## src/hw/rtl/wcsc_pkg.sv

```systemverilog
// Shared types and constants for the world chunk split/compose block.
// No dependencies; imported by every module of the block.
`timescale 1ns / 1ps
package wcsc_pkg;

    localparam int FRAC_BITS  = 16;
    localparam int COORD_W    = 64;
    localparam int SIZE_W     = 32;
    localparam int NUM_AXES   = 3;
    localparam int DIV_STEPS  = COORD_W;
    localparam int DATA_W     = 2 * NUM_AXES * COORD_W;
    localparam int PROD_W     = COORD_W + SIZE_W + 2;

    localparam logic [SIZE_W-1:0] CHUNK_RESET = SIZE_W'(64'd32 << FRAC_BITS);

    localparam logic [COORD_W-1:0] SAT_MAX = {1'b0, {(COORD_W-1){1'b1}}};
    localparam logic [COORD_W-1:0] SAT_MIN = {1'b1, {(COORD_W-1){1'b0}}};

    typedef enum logic [1:0] {
        STATUS_OK        = 2'd0,
        STATUS_SIZE_ZERO = 2'd1,
        STATUS_SATURATED = 2'd2
    } status_t;

    typedef struct packed {
        logic [COORD_W-1:0] idx;
        logic [COORD_W-1:0] res;
        logic               sat;
    } lane_out_t;

endpackage

```

## src/hw/rtl/wcsc_merge.sv

```systemverilog
// Merge of the three lane results into one output word and its status.
// Depends on wcsc_pkg.
`timescale 1ns / 1ps
module wcsc_merge (
    input  wcsc_pkg::lane_out_t             lanes [wcsc_pkg::NUM_AXES],
    input  logic                            size_zero,
    output logic [wcsc_pkg::DATA_W-1:0]     data,
    output wcsc_pkg::status_t               status
);
    import wcsc_pkg::*;

    always_comb begin
        data   = '0;
        status = STATUS_OK;
        if (size_zero) begin
            status = STATUS_SIZE_ZERO;
        end else begin
            for (int a = 0; a < NUM_AXES; a++) begin
                data[a*COORD_W +: COORD_W]            = lanes[a].idx;
                data[(NUM_AXES+a)*COORD_W +: COORD_W] = lanes[a].res;
                if (lanes[a].sat) begin
                    status = STATUS_SATURATED;
                end
            end
        end
    end

endmodule

```

## config.mk

```make
export PLATFORM = sky130hd
export DESIGN_NAME = wcsc_merge
export DESIGN_NICKNAME = d
export VERILOG_FILES = /design/src/hw/rtl/wcsc_pkg.sv /design/src/hw/rtl/wcsc_merge.sv
export SDC_FILE = /design/constraint.sdc
export NUM_CORES = 1
export LEC_CHECK = 0
export BUFFER_PORTS_ARGS = -buffer_cell sky130_fd_sc_hd__buf_2
export CAP_MARGIN = 10
export CORE_AREA = 2 2 297 299
export DETAILED_ROUTE_END_ITERATION = 10
export DIE_AREA = 0 0 299 301
export PLACE_DENSITY = 0.33
export SLEW_MARGIN = 20
export SYNTH_ARGS = -nofsm -noshare
export SYNTH_HDL_FRONTEND = slang
export SYNTH_SLANG_ARGS = --single-unit
```

## constraint.sdc

```tcl
create_clock -name vclk -period 0.8
set_clock_uncertainty 0.15 [all_clocks]
set_input_delay 0.04 -clock vclk [all_inputs]
set_output_delay 0.04 -clock vclk [all_outputs]
set_load 0.01 [all_outputs]
```

; Word level (Yosys, flattened, before mapping)
; Index checks and enable logic that the tools add are counted.
[totals]
ff_bits = 0
latch_bits = 0
ram_bits = 0
rom_bits = 0
inputBits = 388
output_inout_bits = 386
elab_cells = 5
n_memories = 0
[classes]
addsub = 0
n_mul = 0
div = 0
n_lt_le_gt_ge = 0
n_eq_ne = 0
n_shift = 0
n_mux = 5
bitwise_logic = 0
n_reduce_logical = 0
[op_table]
columns = operator, n
row1 = 2-to-1 mux 384 bit, 1
row2 = 2-to-1 mux 2 bit, 4

; Longest topological paths before layout
[depth]
word_depth = 4
mapped_depth = 4
ltp_nobuf = 2

; Worst setup path after synthesis
; Ideal clock, no wire load.
[synth_timing]
path_kind = in2out
startpoint = input port size_zero
endpoint = output port data[112] (netlist name)
arrival_time_ps = 715
required_time_ps = 610
setup_slack_ps = -105
cell_stages = 4
n_path_buf = 3
cell_sequence = buf_4 > buf_4 > clkbuf_1 > nor2b_1
[synth_between]
elab_chain_cells = 1
[synth_rtl]
columns = item, line_no
row1 = start: declaration, wcsc_merge.sv:6  ; input logic size_zero,
row2 = 2-to-1 mux 384 bit, wcsc_merge.sv:15  ; if (size_zero) begin
row3 = end: declaration, wcsc_merge.sv:7  ; output logic [wcsc_pkg::DATA_W-1:0] data,
; Every way passes these cells.

; Worst setup path in the final report
[layout_timing]
startpoint = input port size_zero
endpoint = output port data[150] (netlist name)
; The elaborated chain is that of the path after synthesis.

==> impl_metrics.csv <==
group,metric,value,unit
final_layout,clkbuf_count,0,
pwr,power_density,524.8,mW/mm2
yosys,ys_warn_count,0,
yosys,synth_area_leaders,"nor2b_1, buf_2, buf_4",
critical_path,cp.arrival,0.89,ns
yosys,synthesis.area,0.002634,mm2
route,wirelength,49.18,mm
place,placed_cells,2363,
floorplan,die_w,299,um
route,drt_iter0_drc,180,
hold_path,min_path_type,"in -> out",
floorplan,core_area,0.08648,mm2
final_layout,design.seq.count,0,
grt,grt_max_degree,37,
grt,grt_pass1_wl,57.20,mm
floorplan,die_area,0.09000,mm2
critical_path,cpPeakStageDelay,0.21,ns
timing,worst_hold_slack,0.2251,ns
job,max_cap_violations,0,
floorplan,ios,774,
floorplan,start_util,3.045,%
final_layout,syn2layout_area_growth,280.3,%
final_layout,layout_commonest_cell,"buf_2",
place,gp_congestion,0.7806,
final_layout,ff_latch_area,0,um2
grt,grt_usage,9.732,%
final_layout,drive_gt1_share,82.08,%
critical_path,crit_type,"in -> out",
pwr,max-vdd-ir-drop,0.1702,mV
yosys,synthesis.nets,818,
final_layout,final_util,11.58,%
route,drc,0,
yosys,synth.distinct_cells,7,
final_layout,fillers,10158,
timing,min_period_over_period,135.2,%
timing,fin_crit,1.081,ns
clock_tree,cts_hold_repair.buffers,0,
timing,max_freq,924.8,MHz
critical_path,worstPathRequired,0.61,ns
floorplan,row_count,108,
yosys,synth_seq_area_share,0,%
critical_path,end_kind,"output pin",
pwr,power,5256,uW
timing,finalWorstSetupSlack,-0.2813,ns
route,drtAntennaViolNets,0,
status,status,"complete, but fails checks",
route,dr.pass1.iters,4,
critical_path,crit_buf_inv,4,
timing,drv_slew,0,
critical_path,cp_slowest_cell,"clkbuf_16",
floorplan,die_height,301,um
grt,antenna_found_initial,76,
pwr,leakagePower,0.005299,uW
route,via_per_inst,2.600,
final_layout,layout_common_cells,"buf_2, nor2b_1, nor2b_2",
place,io_buffer_count,774,
yosys,avgSynthCellArea,6.125,um2
yosys,synth_top_area_share,91.21,%
final_layout,stdcell_count,2397,
critical_path,crit_family,"buffers and inverters",
critical_path,path_max_fanout,35,
timing,setup_viol,370,
yosys,synth.largest_area_cell,"nor2b_1",
timing,hold_viol,0,
place,place_hpwl,44.90,mm
yosys,syn_inst,430,
status,violations,"setup timing",
timing,tightest_slew,0.4081,ns
final_layout,final_nets,1618,
timing,slew_headroom,72.58,%
route,wire_per_inst,20.52,um
critical_path,crit_chain,"buf_16, buf_12, clkbuf_16, nor2b_1, buf_2",
place,dp_slack,-0.3048,ns
route,vias,6232,
grt,gr-total-overflow,0,
critical_path,start_kind,"input port",
grt,grt_pass1_vias,5806,
timing,rsz0062_at_grt,"yes",
## Yosys cell counts, drive strengths merged
master	instances
buf	37
clkbuf	7
nor2	1
nor3	1
nor2b	384
## routing by layer
metal | vias up | global-route usage, % | wire, um
met3 | 106 | 7.179 | 8623
met1 | 2698 | 10.66 | 17910
met4 | 12 | 0.7381 | 876
li1 | 2872 | - | -
met5 | - | 0 | 73
met2 | 544 | 15.69 | 21700
## per-stage QoR
| stage | cell area (um2) | TNS (ns) |
|---|---|---|
| floorplan | 3138 | -12.57 |
| global route | 9986 | -79.85 |
| detailed placement | 8683 | -69.32 |
| CTS | 9042 | -72.56 |
| global placement | 8683 | -68.31 |
| finish | 10020 | -65.37 |
## worst paths after layout
path | start | to | slack (ns) | cells past startpoint
max | size_zero | data[150] | -0.28 | 5
min | lanes[195] | data[65] | 0.23 | 3
## what timing repair did
action                     in CTS  in global routing
resized for setup              77                131
setup endpoints to repair     374                380
cloned                          3                 15
hold endpoints to repair        0                  0
buffers inserted                0                  2
## cells by family (layout without fill, tap and decap cells)
group | after synthesis | count (layout) | synth area share (%)
buffers and inverters | 44 | 842 | 8.456
other | 0 | 14 | 0
AND/OR/NAND/NOR | 386 | 386 | 91.54
## power breakdown
group | switching, uW | total, uW | internal, uW
registers | 0 | 0 | 0
logic | 2500 | 5260 | 2760
clock network | 0 | 0.00182 | 0.00182
total | 2500 | 5260 | 2760
## final cells by class
| class | count | area [um2] | area share [%] |
|---|---|---|---|
| repair buffers | 842 | 5359 | 53.50 |
| multi-input cells | 386 | 3177 | 31.72 |
| well taps | 1155 | 1445 | 14.43 |
| diodes | 14 | 35.03 | 0.3498 |
(Power assumes the default switching activity.)
